<file path="config.mk">
export PLATFORM = sky130hd
export DESIGN_NAME = socks5_handshake_parser_unit
export DESIGN_NICKNAME = d
export VERILOG_FILES = /design/src/hdl/s5hs_pkg.sv /design/src/hdl/socks5_handshake_parser_unit.sv /design/src/hdl/s5hs_front.sv /design/src/hdl/s5hs_queue.sv /design/src/hdl/s5hs_back.sv
export SDC_FILE = /design/constraint.sdc
export NUM_CORES = 1
export LEC_CHECK = 0
export ABC_CLOCK_PERIOD_IN_PS = 10800
export BUFFER_PORTS_ARGS = -buffer_cell sky130_fd_sc_hd__clkbuf_2
export CAP_MARGIN = 40
export CELL_PAD_IN_SITES_DETAIL_PLACEMENT = 2
export CELL_PAD_IN_SITES_GLOBAL_PLACEMENT = 2
export CORE_ASPECT_RATIO = 1.25
export CORE_MARGIN = 2
export CORE_UTILIZATION = 39
export DETAILED_ROUTE_END_ITERATION = 6
export HOLD_SLACK_MARGIN = 0.05
export PLACE_DENSITY = 0.79
export SKIP_CTS_REPAIR_TIMING = 1
export SYNTH_ARGS = -nofsm -noshare
export SYNTH_HDL_FRONTEND = slang
export SYNTH_SLANG_ARGS = --single-unit
</file>
<file path="constraint.sdc">
create_clock -name clk -period 10.8 [get_ports clk]
set_clock_uncertainty 0.1 [all_clocks]
set_input_delay 2.16 -clock clk [delete_from_list [all_inputs] [get_ports clk]]
set_output_delay 2.16 -clock clk [all_outputs]
set_load 0.01 [all_outputs]
</file>
<file path="src/hdl/s5hs_pkg.sv">
// Shared types, codes and sizes for the SOCKS5 handshake parser.
package s5hs_pkg;

  localparam int unsigned BUFFER_BYTES_DEFAULT = 512;
  localparam int unsigned QUEUE_DEPTH_DEFAULT  = 4;

  // Result kinds.
  localparam logic [1:0] KIND_REPLY = 2'd0;
  localparam logic [1:0] KIND_ADDR  = 2'd1;
  localparam logic [1:0] KIND_CONN  = 2'd2;
  localparam logic [1:0] KIND_ERR   = 2'd3;

  // Error codes.
  localparam logic [1:0] ERR_ILLEGAL = 2'd0;
  localparam logic [1:0] ERR_NOAUTH  = 2'd1;
  localparam logic [1:0] ERR_BADCMD  = 2'd2;
  localparam logic [1:0] ERR_BADVER  = 2'd3;

  // Reported address types.
  localparam logic [1:0] ATYPE_IPV4   = 2'd0;
  localparam logic [1:0] ATYPE_DOMAIN = 2'd1;
  localparam logic [1:0] ATYPE_IPV6   = 2'd2;

  // Protocol bytes.
  localparam logic [7:0] SOCKS_VERSION   = 8'd5;
  localparam logic [7:0] SOCKS_CONNECT   = 8'd1;
  localparam logic [7:0] WIRE_ATYP_IPV4  = 8'd1;
  localparam logic [7:0] WIRE_ATYP_NAME  = 8'd3;
  localparam logic [7:0] WIRE_ATYP_IPV6  = 8'd4;
  localparam logic [7:0] METHOD_NOAUTH   = 8'd0;

  // Success reply lengths, as the index of the final byte.
  localparam logic [4:0] REPLY_LAST_IPV4 = 5'd9;
  localparam logic [4:0] REPLY_LAST_IPV6 = 5'd21;
  localparam logic [4:0] REPLY_ATYP_POS  = 5'd3;

  // What the check at a chunk end decided.
  typedef enum logic [1:0] {
    CHK_NONE  = 2'd0,
    CHK_GREET = 2'd1,
    CHK_CONN  = 2'd2,
    CHK_ERR   = 2'd3
  } check_t;

  // One queued item: everything the back end needs to emit its results.
  typedef struct packed {
    logic        reply_cmd;
    logic        reply_ipv6;
    logic        has_addr;
    logic [7:0]  addr_byte;
    logic [1:0]  atype;
    check_t      check;
    logic [15:0] port;
    logic [1:0]  err;
  } entry_t;

endpackage

</file>
<file path="src/hdl/socks5_handshake_parser_unit.sv">
// Top level of the SOCKS5 server handshake parser (no-auth method only).
// The block takes one client item per cycle on the item channel and runs the
// SOCKS5 greeting and CONNECT request checks at each chunk end, sending the
// 05 00 greeting reply, tentative destination address bytes, a connected
// report with the port, or an error on the result channel. An item with
// cmd set builds the zero-filled success reply (10 bytes for IPv4, 22 for
// IPv6) without touching the handshake state. The front end updates the
// parse state in the cycle an item is accepted, so items enter back to back
// at one per cycle. The back end emits one result item per cycle from its
// output register while result_stall is low; an item that causes k results
// stays at the queue head until all k are out (a success reply 10 or 22, a
// greeting reply 2, an address byte plus a check 2, most others 1 or none).
// A queue of QueueDepth classified items absorbs these bursts, and item_stall
// rises only when that queue is full. Bytes beyond BufferBytes in one phase
// are not counted and make the next chunk end report an illegal request.
// After connected or an error, data items are taken and dropped until reset.
module socks5_handshake_parser_unit #(
  parameter int unsigned BufferBytes = s5hs_pkg::BUFFER_BYTES_DEFAULT,
  parameter int unsigned QueueDepth  = s5hs_pkg::QUEUE_DEPTH_DEFAULT
) (
  input  logic        clk,
  input  logic        rst,
  // Item channel.
  input  logic        item_valid,
  output logic        item_stall,
  input  logic        cmd,
  input  logic [7:0]  data_byte,
  input  logic        chunk_end,
  input  logic        reply_ipv6,
  // Result channel.
  output logic        result_valid,
  input  logic        result_stall,
  output logic [1:0]  kind,
  output logic [7:0]  out_byte,
  output logic [15:0] dest_port,
  output logic [1:0]  addr_type,
  output logic [1:0]  error_code,
  output logic        last
);
  import s5hs_pkg::*;

  logic   accept;
  logic   push;
  entry_t push_entry;
  logic   pop;
  logic   full;
  logic   head_valid;
  entry_t head;

  // The queue full flag is the only back pressure on the item side.
  assign item_stall = full;
  assign accept     = item_valid && !full;

  s5hs_front #(
    .BufferBytes(BufferBytes)
  ) u_front (
    .clk        (clk),
    .rst        (rst),
    .accept     (accept),
    .cmd        (cmd),
    .data_byte  (data_byte),
    .chunk_end  (chunk_end),
    .reply_ipv6 (reply_ipv6),
    .push       (push),
    .push_entry (push_entry)
  );

  s5hs_queue #(
    .Depth(QueueDepth)
  ) u_queue (
    .clk        (clk),
    .rst        (rst),
    .push       (push),
    .push_entry (push_entry),
    .pop        (pop),
    .full       (full),
    .head_valid (head_valid),
    .head       (head)
  );

  s5hs_back u_back (
    .clk          (clk),
    .rst          (rst),
    .head_valid   (head_valid),
    .head         (head),
    .pop          (pop),
    .result_valid (result_valid),
    .result_stall (result_stall),
    .kind         (kind),
    .out_byte     (out_byte),
    .dest_port    (dest_port),
    .addr_type    (addr_type),
    .error_code   (error_code),
    .last         (last)
  );

endmodule

</file>
<file path="src/hdl/s5hs_front.sv">
// Front end: accepts items, tracks the handshake state and classifies each item.
module s5hs_front #(
  parameter int unsigned BufferBytes = 512
) (
  input  logic              clk,
  input  logic              rst,
  input  logic              accept,
  input  logic              cmd,
  input  logic [7:0]        data_byte,
  input  logic              chunk_end,
  input  logic              reply_ipv6,
  output logic              push,
  output s5hs_pkg::entry_t  push_entry
);
  import s5hs_pkg::*;

  localparam int unsigned CountW = $clog2(BufferBytes + 1);

  typedef enum logic [3:0] {
    PH_GREET = 4'b0001,
    PH_REQ   = 4'b0010,
    PH_CONN  = 4'b0100,
    PH_ERR   = 4'b1000
  } phase_t;

  function automatic logic [1:0] atype_code(input logic [7:0] t);
    if (t == WIRE_ATYP_NAME) return ATYPE_DOMAIN;
    if (t == WIRE_ATYP_IPV6) return ATYPE_IPV6;
    return ATYPE_IPV4;
  endfunction

  phase_t            phase, phase_next;
  logic [CountW-1:0] byte_count, byte_count_next;
  logic [7:0]        version_seen, version_seen_next;
  logic [7:0]        method_count, method_count_next;
  logic              noauth_seen, noauth_seen_next;
  logic [7:0]        command_seen, command_seen_next;
  logic [7:0]        reserved_seen, reserved_seen_next;
  logic [7:0]        addr_type_seen, addr_type_seen_next;
  logic [7:0]        name_length, name_length_next;
  logic [15:0]       port_shift, port_shift_next;
  logic              overflow, overflow_next;

  logic [CountW-1:0] idx;
  logic [CountW-1:0] method_end;
  logic [CountW-1:0] name_end;
  logic [CountW-1:0] need;
  logic              need_ok;
  entry_t            entry;

  always_comb begin
    phase_next          = phase;
    byte_count_next     = byte_count;
    version_seen_next   = version_seen;
    method_count_next   = method_count;
    noauth_seen_next    = noauth_seen;
    command_seen_next   = command_seen;
    reserved_seen_next  = reserved_seen;
    addr_type_seen_next = addr_type_seen;
    name_length_next    = name_length;
    port_shift_next     = port_shift;
    overflow_next       = overflow;
    entry               = '0;
    entry.check         = CHK_NONE;
    push                = 1'b0;
    idx                 = byte_count;
    method_end          = CountW'(method_count) + CountW'(2);
    name_end            = CountW'(name_length) + CountW'(5);
    need                = '0;
    need_ok             = 1'b0;

    if (accept && cmd) begin
      push             = 1'b1;
      entry.reply_cmd  = 1'b1;
      entry.reply_ipv6 = reply_ipv6;
    end else if (accept && (phase == PH_GREET || phase == PH_REQ)) begin
      if (byte_count >= CountW'(BufferBytes)) begin
        overflow_next = 1'b1;
      end else begin
        byte_count_next = byte_count + CountW'(1);
      end

      if (!overflow_next) begin
        if (idx == CountW'(0)) version_seen_next = data_byte;
        if (phase == PH_GREET) begin
          if (idx == CountW'(1)) method_count_next = data_byte;
          if (idx >= CountW'(2) && idx < method_end && data_byte == METHOD_NOAUTH) begin
            noauth_seen_next = 1'b1;
          end
        end else begin
          if (idx == CountW'(1)) command_seen_next = data_byte;
          if (idx == CountW'(2)) reserved_seen_next = data_byte;
          if (idx == CountW'(3)) addr_type_seen_next = data_byte;
          if (idx == CountW'(4)) name_length_next = data_byte;
          port_shift_next = {port_shift[7:0], data_byte};
          // Address bytes pass out as they arrive, before any check.
          if ((addr_type_seen == WIRE_ATYP_IPV4 && idx >= CountW'(4) && idx < CountW'(8)) ||
              (addr_type_seen == WIRE_ATYP_IPV6 && idx >= CountW'(4) && idx < CountW'(20)) ||
              (addr_type_seen == WIRE_ATYP_NAME && idx >= CountW'(5) && idx < name_end)) begin
            entry.has_addr  = 1'b1;
            entry.addr_byte = data_byte;
            entry.atype     = atype_code(addr_type_seen);
          end
        end
      end

      if (chunk_end) begin
        if (overflow_next) begin
          entry.check = CHK_ERR;
          entry.err   = ERR_ILLEGAL;
        end else if (phase == PH_GREET) begin
          need = CountW'(method_count_next) + CountW'(2);
          if (byte_count_next < CountW'(3)) begin
            entry.check = CHK_NONE;
          end else if (version_seen_next != SOCKS_VERSION) begin
            entry.check = CHK_ERR;
            entry.err   = ERR_BADVER;
          end else if (byte_count_next < need) begin
            entry.check = CHK_NONE;
          end else if (byte_count_next > need) begin
            entry.check = CHK_ERR;
            entry.err   = ERR_ILLEGAL;
          end else if (!noauth_seen_next) begin
            entry.check = CHK_ERR;
            entry.err   = ERR_NOAUTH;
          end else begin
            entry.check = CHK_GREET;
          end
        end else begin
          need_ok = 1'b1;
          if (addr_type_seen_next == WIRE_ATYP_IPV4) begin
            need = CountW'(10);
          end else if (addr_type_seen_next == WIRE_ATYP_NAME) begin
            need = CountW'(name_length_next) + CountW'(7);
          end else if (addr_type_seen_next == WIRE_ATYP_IPV6) begin
            need = CountW'(22);
          end else begin
            need_ok = 1'b0;
          end
          if (byte_count_next < CountW'(10)) begin
            entry.check = CHK_NONE;
          end else if (version_seen_next != SOCKS_VERSION) begin
            entry.check = CHK_ERR;
            entry.err   = ERR_BADVER;
          end else if (command_seen_next != SOCKS_CONNECT) begin
            entry.check = CHK_ERR;
            entry.err   = ERR_BADCMD;
          end else if (reserved_seen_next != 8'd0 || !need_ok) begin
            entry.check = CHK_ERR;
            entry.err   = ERR_ILLEGAL;
          end else if (byte_count_next < need) begin
            entry.check = CHK_NONE;
          end else if (byte_count_next > need) begin
            entry.check = CHK_ERR;
            entry.err   = ERR_ILLEGAL;
          end else begin
            entry.check = CHK_CONN;
            entry.port  = port_shift_next;
            entry.atype = atype_code(addr_type_seen_next);
          end
        end
      end

      unique case (entry.check)
        CHK_ERR:   phase_next = PH_ERR;
        CHK_CONN:  phase_next = PH_CONN;
        CHK_GREET: begin
          phase_next          = PH_REQ;
          byte_count_next     = '0;
          version_seen_next   = '0;
          method_count_next   = '0;
          noauth_seen_next    = 1'b0;
          command_seen_next   = '0;
          reserved_seen_next  = '0;
          addr_type_seen_next = '0;
          name_length_next    = '0;
          port_shift_next     = '0;
          overflow_next       = 1'b0;
        end
        default:   phase_next = phase;
      endcase

      push = entry.has_addr || (entry.check != CHK_NONE);
    end
  end

  assign push_entry = entry;

  always_ff @(posedge clk) begin
    if (rst) begin
      phase          <= PH_GREET;
      byte_count     <= '0;
      version_seen   <= '0;
      method_count   <= '0;
      noauth_seen    <= 1'b0;
      command_seen   <= '0;
      reserved_seen  <= '0;
      addr_type_seen <= '0;
      name_length    <= '0;
      port_shift     <= '0;
      overflow       <= 1'b0;
    end else begin
      phase          <= phase_next;
      byte_count     <= byte_count_next;
      version_seen   <= version_seen_next;
      method_count   <= method_count_next;
      noauth_seen    <= noauth_seen_next;
      command_seen   <= command_seen_next;
      reserved_seen  <= reserved_seen_next;
      addr_type_seen <= addr_type_seen_next;
      name_length    <= name_length_next;
      port_shift     <= port_shift_next;
      overflow       <= overflow_next;
    end
  end

endmodule

</file>
<file path="src/hdl/s5hs_queue.sv">
// Small register queue of classified items between the front and back ends.
module s5hs_queue #(
  parameter int unsigned Depth = 4
) (
  input  logic              clk,
  input  logic              rst,
  input  logic              push,
  input  s5hs_pkg::entry_t  push_entry,
  input  logic              pop,
  output logic              full,
  output logic              head_valid,
  output s5hs_pkg::entry_t  head
);
  import s5hs_pkg::*;

  localparam int unsigned PtrW = (Depth > 1) ? $clog2(Depth) : 1;
  localparam int unsigned CntW = $clog2(Depth + 1);

  entry_t          slots [Depth];
  logic [PtrW-1:0] wr_ptr;
  logic [PtrW-1:0] rd_ptr;
  logic [CntW-1:0] count;

  assign full       = (count == CntW'(Depth));
  assign head_valid = (count != '0);
  assign head       = slots[rd_ptr];

  always_ff @(posedge clk) begin
    if (push) slots[wr_ptr] <= push_entry;
  end

  always_ff @(posedge clk) begin
    if (rst) begin
      wr_ptr <= '0;
      rd_ptr <= '0;
      count  <= '0;
    end else begin
      if (push) begin
        wr_ptr <= (wr_ptr == PtrW'(Depth - 1)) ? '0 : wr_ptr + PtrW'(1);
      end
      if (pop) begin
        rd_ptr <= (rd_ptr == PtrW'(Depth - 1)) ? '0 : rd_ptr + PtrW'(1);
      end
      if (push && !pop) count <= count + CntW'(1);
      else if (pop && !push) count <= count - CntW'(1);
    end
  end

endmodule

</file>
<file path="src/hdl/s5hs_back.sv">
// Back end: expands queued items into result items through an output register.
module s5hs_back (
  input  logic              clk,
  input  logic              rst,
  input  logic              head_valid,
  input  s5hs_pkg::entry_t  head,
  output logic              pop,
  output logic              result_valid,
  input  logic              result_stall,
  output logic [1:0]        kind,
  output logic [7:0]        out_byte,
  output logic [15:0]       dest_port,
  output logic [1:0]        addr_type,
  output logic [1:0]        error_code,
  output logic              last
);
  import s5hs_pkg::*;

  logic [4:0]  reply_index;
  logic        load;
  logic        fin;
  logic [1:0]  r_kind;
  logic [7:0]  r_byte;
  logic [15:0] r_port;
  logic [1:0]  r_atype;
  logic [1:0]  r_err;

  assign load = head_valid && (!result_valid || !result_stall);
  assign pop  = load && fin;

  always_comb begin
    r_kind  = KIND_REPLY;
    r_byte  = '0;
    r_port  = '0;
    r_atype = ATYPE_IPV4;
    r_err   = ERR_ILLEGAL;
    fin     = 1'b1;
    if (head.reply_cmd) begin
      if (reply_index == 5'd0) begin
        r_byte = SOCKS_VERSION;
      end else if (reply_index == REPLY_ATYP_POS) begin
        r_byte = head.reply_ipv6 ? WIRE_ATYP_IPV6 : WIRE_ATYP_IPV4;
      end
      fin = (reply_index == (head.reply_ipv6 ? REPLY_LAST_IPV6 : REPLY_LAST_IPV4));
    end else if (head.has_addr && reply_index == 5'd0) begin
      r_kind  = KIND_ADDR;
      r_byte  = head.addr_byte;
      r_atype = head.atype;
      fin     = (head.check == CHK_NONE);
    end else begin
      unique case (head.check)
        CHK_GREET: begin
          r_byte = (reply_index == 5'd0) ? SOCKS_VERSION : METHOD_NOAUTH;
          fin    = (reply_index == 5'd1);
        end
        CHK_CONN: begin
          r_kind  = KIND_CONN;
          r_port  = head.port;
          r_atype = head.atype;
        end
        CHK_ERR: begin
          r_kind = KIND_ERR;
          r_err  = head.err;
        end
        default: fin = 1'b1;
      endcase
    end
  end

  always_ff @(posedge clk) begin
    if (rst) begin
      result_valid <= 1'b0;
      reply_index  <= '0;
    end else if (load) begin
      result_valid <= 1'b1;
      reply_index  <= fin ? 5'd0 : reply_index + 5'd1;
    end else if (!result_stall) begin
      result_valid <= 1'b0;
    end
  end

  always_ff @(posedge clk) begin
    if (load) begin
      kind       <= r_kind;
      out_byte   <= r_byte;
      dest_port  <= r_port;
      addr_type  <= r_atype;
      error_code <= r_err;
      last       <= fin;
    end
  end

endmodule
</file>
==> run metrics, run 1 <==
outcome=finished clean; largest family of logic cells by synthesized area=simple AND/OR/NAND/NOR gates; First-pass DRT Iterations=5; sequential fraction of the synthesis area=52.5%; min cycle time layout=7.38 ns; share of layout cells above drive strength 1=14.0%; VDD IR max=0.000137 V; die height=205 um; Adder-Cell Fraction of Synth Area=5.60%; CTS buffer count=26; WHS=0.395 ns; dpl hpwl=27600 um; Crit Path Class=in -> reg; crit start category=input port; starting density of the core=39.6%; Setup-failing EPs final=0; total grt overflow=0; Synth Area in Compound Gates=12.7%; H-tree levels=1; CTS max path bufs=3; clk_lat worst skew=0.55 ns; XOR/XNOR Fraction of Synth Area=2.56%; clock transition at the registers of the reported paths=0.06 ns; Crit. End Element=flop; RSZ-0062 raised after global routing=false; placed insts=1527; CTS tree=built; die area=33900 um^2; CTS Sinks=250; drt drc=0; final period utilization=68.3%; Buffers on Ports=47; max-slew violations=0; Routability Congestion=0.871; Vias/cell=5.89; post-synthesis cell type count=71; Hold WC Path Type=reg -> reg; commonest non-fill, non-tap cell in the layout=edfxtp_1; Antenna Violating Nets Remaining=0; Area Overhead vs Synth=11.7%; fmax=136 MHz; Synth Warn #=0; Post-Syn Instances=1119; core footprint=31900 um^2; Slew HR=37.9%; Fin Setup TNS=0 ns; Worst EP arrival=7.74 ns; Power Dens Cells=196 nW/um^2; Worst-Margin Slew=0.929 ns; Final Non-Filler Cells=1576; Largest Register=u_queue.slots; leakage=0.00513 uW; antenna violations before repair=1; Synth Flop Type=edfxtp_1; Std-Cell Rows=73; Syn Nets=1190; first-pass GRT wire length=62500 um; Die Width=165 um; Largest register FFs=132; Required @ worst endpoint=11.17 ns; DRT iter0 DRCs=572; largest registers=u_queue.slots: 132 flops, u_back.dest_port: 16 flops, u_front.byte_count: 10 flops; routed len/inst=25.3 um; vias in the first global route=10100; root buf cell=clkbuf_16; most frequent cells in the layout=163 x edfxtp_1, 90 x nor2_1, 86 x dfxtp_1; Synth Area in Simple Gates=15.8%; Synth async-reset ratio=0%; Max-Cap Viols=0; Hold Fails Final Rpt=0; post-synthesis mux area share=7.56%; crit-path max FO=15; Post-synth EDFFs=163; routed wire length=39900 um; IO Pins=48; DR vias=9282; Cell Area, Synth=12600 um^2; GR Util All Layers=24.2%; Syn Area/Cell=11.3 um^2; largest net degree at the start of global routing=64; #FFs+latches synth=250; Total Nets Final=1214
[layer usage]
metal	GRT usage, %	vias to the layer above	part of all wire (%)
met4	7.14	0	2.8
met1	30.2	4829	41
li1	-	4231	-
met5	0	-	0
met3	2.30	59	2.9
met2	44.1	163	53
[power by group]
part | internal (uW) | switching (uW)
Clock | 496 | 394
Combinational | 247 | 397
Sequential | 1160 | 63.3
Total | 1910 | 854
[metrics by stage]
stage	total power (uW)	utilization, %	setup slack, ns	cell area [um^2]
5_1_grt	2900	44.3	2.89	14100
3_5_place_dp	1890	41.6	2.96	13300
2_1_floorplan	1640	-	3.53	12600
3_3_place_gp	1830	41.5	3.24	13200
4_1_cts	2800	44.3	3.44	14100
6_report	2760	44.3	3.42	14100
[worst max-delay path: stages]
cell	delay (ns)
clkbuf_2	0.33
nor3_1	0.47
nand3_1	0.15
o31ai_1	0.47
and2_1	0.38
nand4_1	0.16
ha_1	0.35
nand4_1	0.12
o311ai_0	0.56
nand2_1	0.11
a21o_1	0.22
and2_1	0.17
ha_1	0.22
a21oi_1	0.22
nor2_1	0.18
inv_1	0.11
ha_1	0.20
inv_1	0.07
fa_1	0.40
xor2_1	0.20
or3_1	0.31
a21oi_1	0.15
[final cells by class]
| type | count | area [um^2] |
|---|---|---|
| fillers | 3254 | 17800 |
| multi-input cells | 770 | 5610 |
| inverters | 27 | 101 |
| well taps | 412 | 515 |
| clock buffers | 31 | 669 |
| diodes | 1 | 2.50 |
| flip-flops and latches | 250 | 6640 |
| repair buffers | 68 | 410 |
| clock inverters | 17 | 168 |
[cell families (layout without fill, tap and decap cells)]
family | count (synthesis) | count (layout)
AO/OA/AOI/OAI | 239 | 239
XOR/XNOR | 37 | 37
adder cells (fa/ha/maj) | 56 | 56
buffers and inverters | 99 | 143
flip-flops | 250 | 250
multiplexers | 55 | 55
other | 0 | 1
AND/OR/NAND/NOR | 383 | 383
[final timing paths]
check | endpoint | start | cells after the start | slack [ns]
worst min-delay path | u_front.version_seen[7] | u_front.version_seen[7] | 2 | 0.39
worst max-delay path | u_queue.count[2] | data_byte[4] | 22 | 3.42
worst max register to register | u_queue.count[2] | u_front.byte_count[9] | 28 | 3.61
worst min register to register | u_front.version_seen[7] | u_front.version_seen[7] | 2 | 0.39
[synthesized netlist by cell type (28+ instances only)]
library cell,n,share of area (%)
nand2_1,81,2.4
and3_1,28,1.4
a21oi_1,54,2.1
dfxtp_1,87,14
nor3_1,30,1.2
nor2_1,90,2.7
nor2b_1,37,1.8
edfxtp_1,163,39
clkbuf_1,52,1.5
o21ai_0,47,1.9
mux4_2,32,5.7
ha_1,55,5.4
a2bb2oi_1,28,1.9
a22oi_1,53,3.1
Power figures use the tool's default switching activity.
==> inputs of run 2 (changes only) <==
Settings changed: ABC_CLOCK_PERIOD_IN_PS 10800 to 6740, CORE_UTILIZATION 39 to 38, PLACE_DENSITY 0.79 to 0.81.
Clock period 10.8 ns to 6.74 ns, I/O delays scaled along.
==> run 2 against run 1 <==
Total power rose by 63%. Die area rose by 2.6%. Global-route usage barely moved. First-iteration DRC count rose by 26%. Combinational power rose by 66%. Wire length rose by 5.7%. Design area rose by 2.1%. Critical path depth rose by 10. Via count rose by 2.6%. Non-clock buffer count rose by 27. Clock power rose by 64%. Sequential share of layout area fell by 0.98 points. Largest power group unchanged.
==> run metrics, run 2 (synthesis results as in run 1) <==
Antenna Violating Nets Remaining=0 (unchanged); Total Nets Final=1242 (+2.3%); GR Util All Layers=24.2% (-0.044 points); crit start category=flop; Slew HR=40.7% (+2.9 points); Worst EP arrival=6.74 ns (-1.00 ns); Die Width=167 um (+1.3%); first-pass GRT wire length=65100 um (+4.1%); Reg2Reg Launch Point=u_front.byte_count[9]; Max-Cap Viols=0 (unchanged); Buffers on Ports=47 (unchanged); crit-path max FO=16 (+1); VDD IR max=0.000205 V (+50%); WHS=0.387 ns (-0.00737 ns); Largest Register=u_queue.slots; hold path depth=2 (unchanged); outcome=finished clean; Required @ worst endpoint=7.10 ns (-4.07 ns); CTS max path bufs=3 (unchanged); R2R Setup Slk=0.36 ns (-3.25 ns); Worst-Margin Slew=0.886 ns (-0.0428 ns); largest registers=u_queue.slots: 132 flops, u_back.dest_port: 16 flops, u_front.byte_count: 10 flops; DR vias=9520 (+2.6%); most frequent cells in the layout=163 x edfxtp_1, 89 x nor2_1, 86 x dfxtp_1; Routability Congestion=0.927 (+6.4%); R2R cell count=32 (+14%); routed wire length=42100 um (+5.7%); DRT iter0 DRCs=718 (+26%); First-pass DRT Iterations=5 (unchanged); fmax=157 MHz; share of layout cells above drive strength 1=15.7% (+1.7 points); leakage=0.00529 uW (+3.0%); root buf cell=clkbuf_16; reg-to-reg endpoint=u_queue.count[2]; Hold Fails Final Rpt=0 (unchanged); Vias/cell=5.91 (+0.34%); clk_lat worst skew=0.55 ns (about the same); Crit-path slowest cell=fa_1; DP Worst Slack=0.0611 ns (-2.90 ns); dpl hpwl=30300 um (+9.8%); drt drc=0 (unchanged); Hold EP=u_front.version_seen[7]; CTS buffer count=27 (+3.8%); Crit Path Class=reg -> reg; Largest register FFs=132 (unchanged); total grt overflow=0 (unchanged); CTS tree=built; final period utilization=94.7%; Reg area=6640 um^2 (unchanged); Power Total=4490 uW (+63%); Setup-failing EPs final=0 (unchanged); Std-Cell Rows=74 (+1.4%); vias in the first global route=10600 (+4.6%); Fin Setup TNS=0 ns (unchanged); Worst Hold Launch=u_front.version_seen[7]; die height=208 um (+1.3%); max-slew violations=0 (unchanged); starting density of the core=38.7% (-0.98 points); Power Dens Cells=312 nW/um^2 (+59%); routed len/inst=26.2 um (+3.4%); setup ws final=0.359 ns (-3.07 ns); commonest non-fill, non-tap cell in the layout=edfxtp_1; fill count=3335 (+2.5%); largest net degree at the start of global routing=55 (-14%); core footprint=32700 um^2 (+2.5%); Crit. End Element=flop; IO Pins=48 (unchanged); die area=34700 um^2 (+2.6%); critical path's largest stage delay=0.40 ns (-0.16 ns); area occupied by multi-input gates=5620 um^2 (+0.20%); H-tree levels=1 (unchanged); Area Overhead vs Synth=14.0%; Hold WC Path Type=reg -> reg; antenna violations before repair=1 (unchanged); clock transition at the registers of the reported paths=0.06 ns (about the same); min cycle time layout=6.38 ns; CTS Sinks=250 (unchanged)
## run 2: changes by cell type in the layout (fill, tap and decap cells not counted), sizes merged
cell	delta
clkbuf	+9
clkinvlp	-3
buf	+27
inv	+1
clkinv	-5
## run 2: worst max path at each step
stage	startpoint	slack [ns]	cells after the start	end
floorplan	data_byte[3]	0.28	17	u_queue.slots[0][0]
global placement	data_byte[3]	0.42	24	u_queue.count[2]
detailed placement	data_byte[3]	0.06	24	u_queue.count[2]
CTS	u_front.byte_count[3]	-0.11	27	u_queue.count[2]
global route	u_front.byte_count[9]	-0.02	30	u_queue.count[2]
finish	u_front.byte_count[9]	0.36	32	u_queue.count[2]
## run 2: critical path: cells and delay by family (launching register included)
| family | cells | cell delay [ns] |
|---|---|---|
| AOI/OAI and AO/OA | 9 | 1.58 |
| buffers and inverters | 7 | 1.02 |
| adders and majority gates | 5 | 1.35 |
| xor gates and xnor gates | 2 | 0.38 |
| DFF | 1 | 0.35 |
| and+or+nand+nor | 9 | 1.50 |
## run 2: cell type report
cell class	count	share of cell area, %
timing repair buffer	95	4.65
inverter	27	0.703
antenna	1	0.0174
multi-input combinational	770	39.0
clock buffer	40	5.24
tap	418	3.63
clock inverter	10	0.712
sequential	250	46.1
## run 2: per-layer routing
metal  wire length (um)  up-vias  global-route usage [%]
li1                   -     4293                       -
met1              16600     4914                    27.8
met2              22500      227                    45.4
met3               1380       86                    2.67
met4               1640        0                    9.54
met5                  0        -                       0
## run 2: through the flow
stage	std cells	area (um^2)	util [%]
floorplan	1119	12600	-
global placement	1554	13500	41.2
detailed placement	1558	13500	41.4
CTS	1608	14400	44.0
global route	1611	14400	44.1
finish	1611	14400	44.1
## run 2: power by group
part / leakage (uW) / internal [uW] / switching [uW] / total (uW)
sequential: 0.00222 / 1870 / 97.2 / 1960
combinational: 0.00266 / 422 / 647 / 1070
clock: 0.000415 / 849 / 613 / 1460
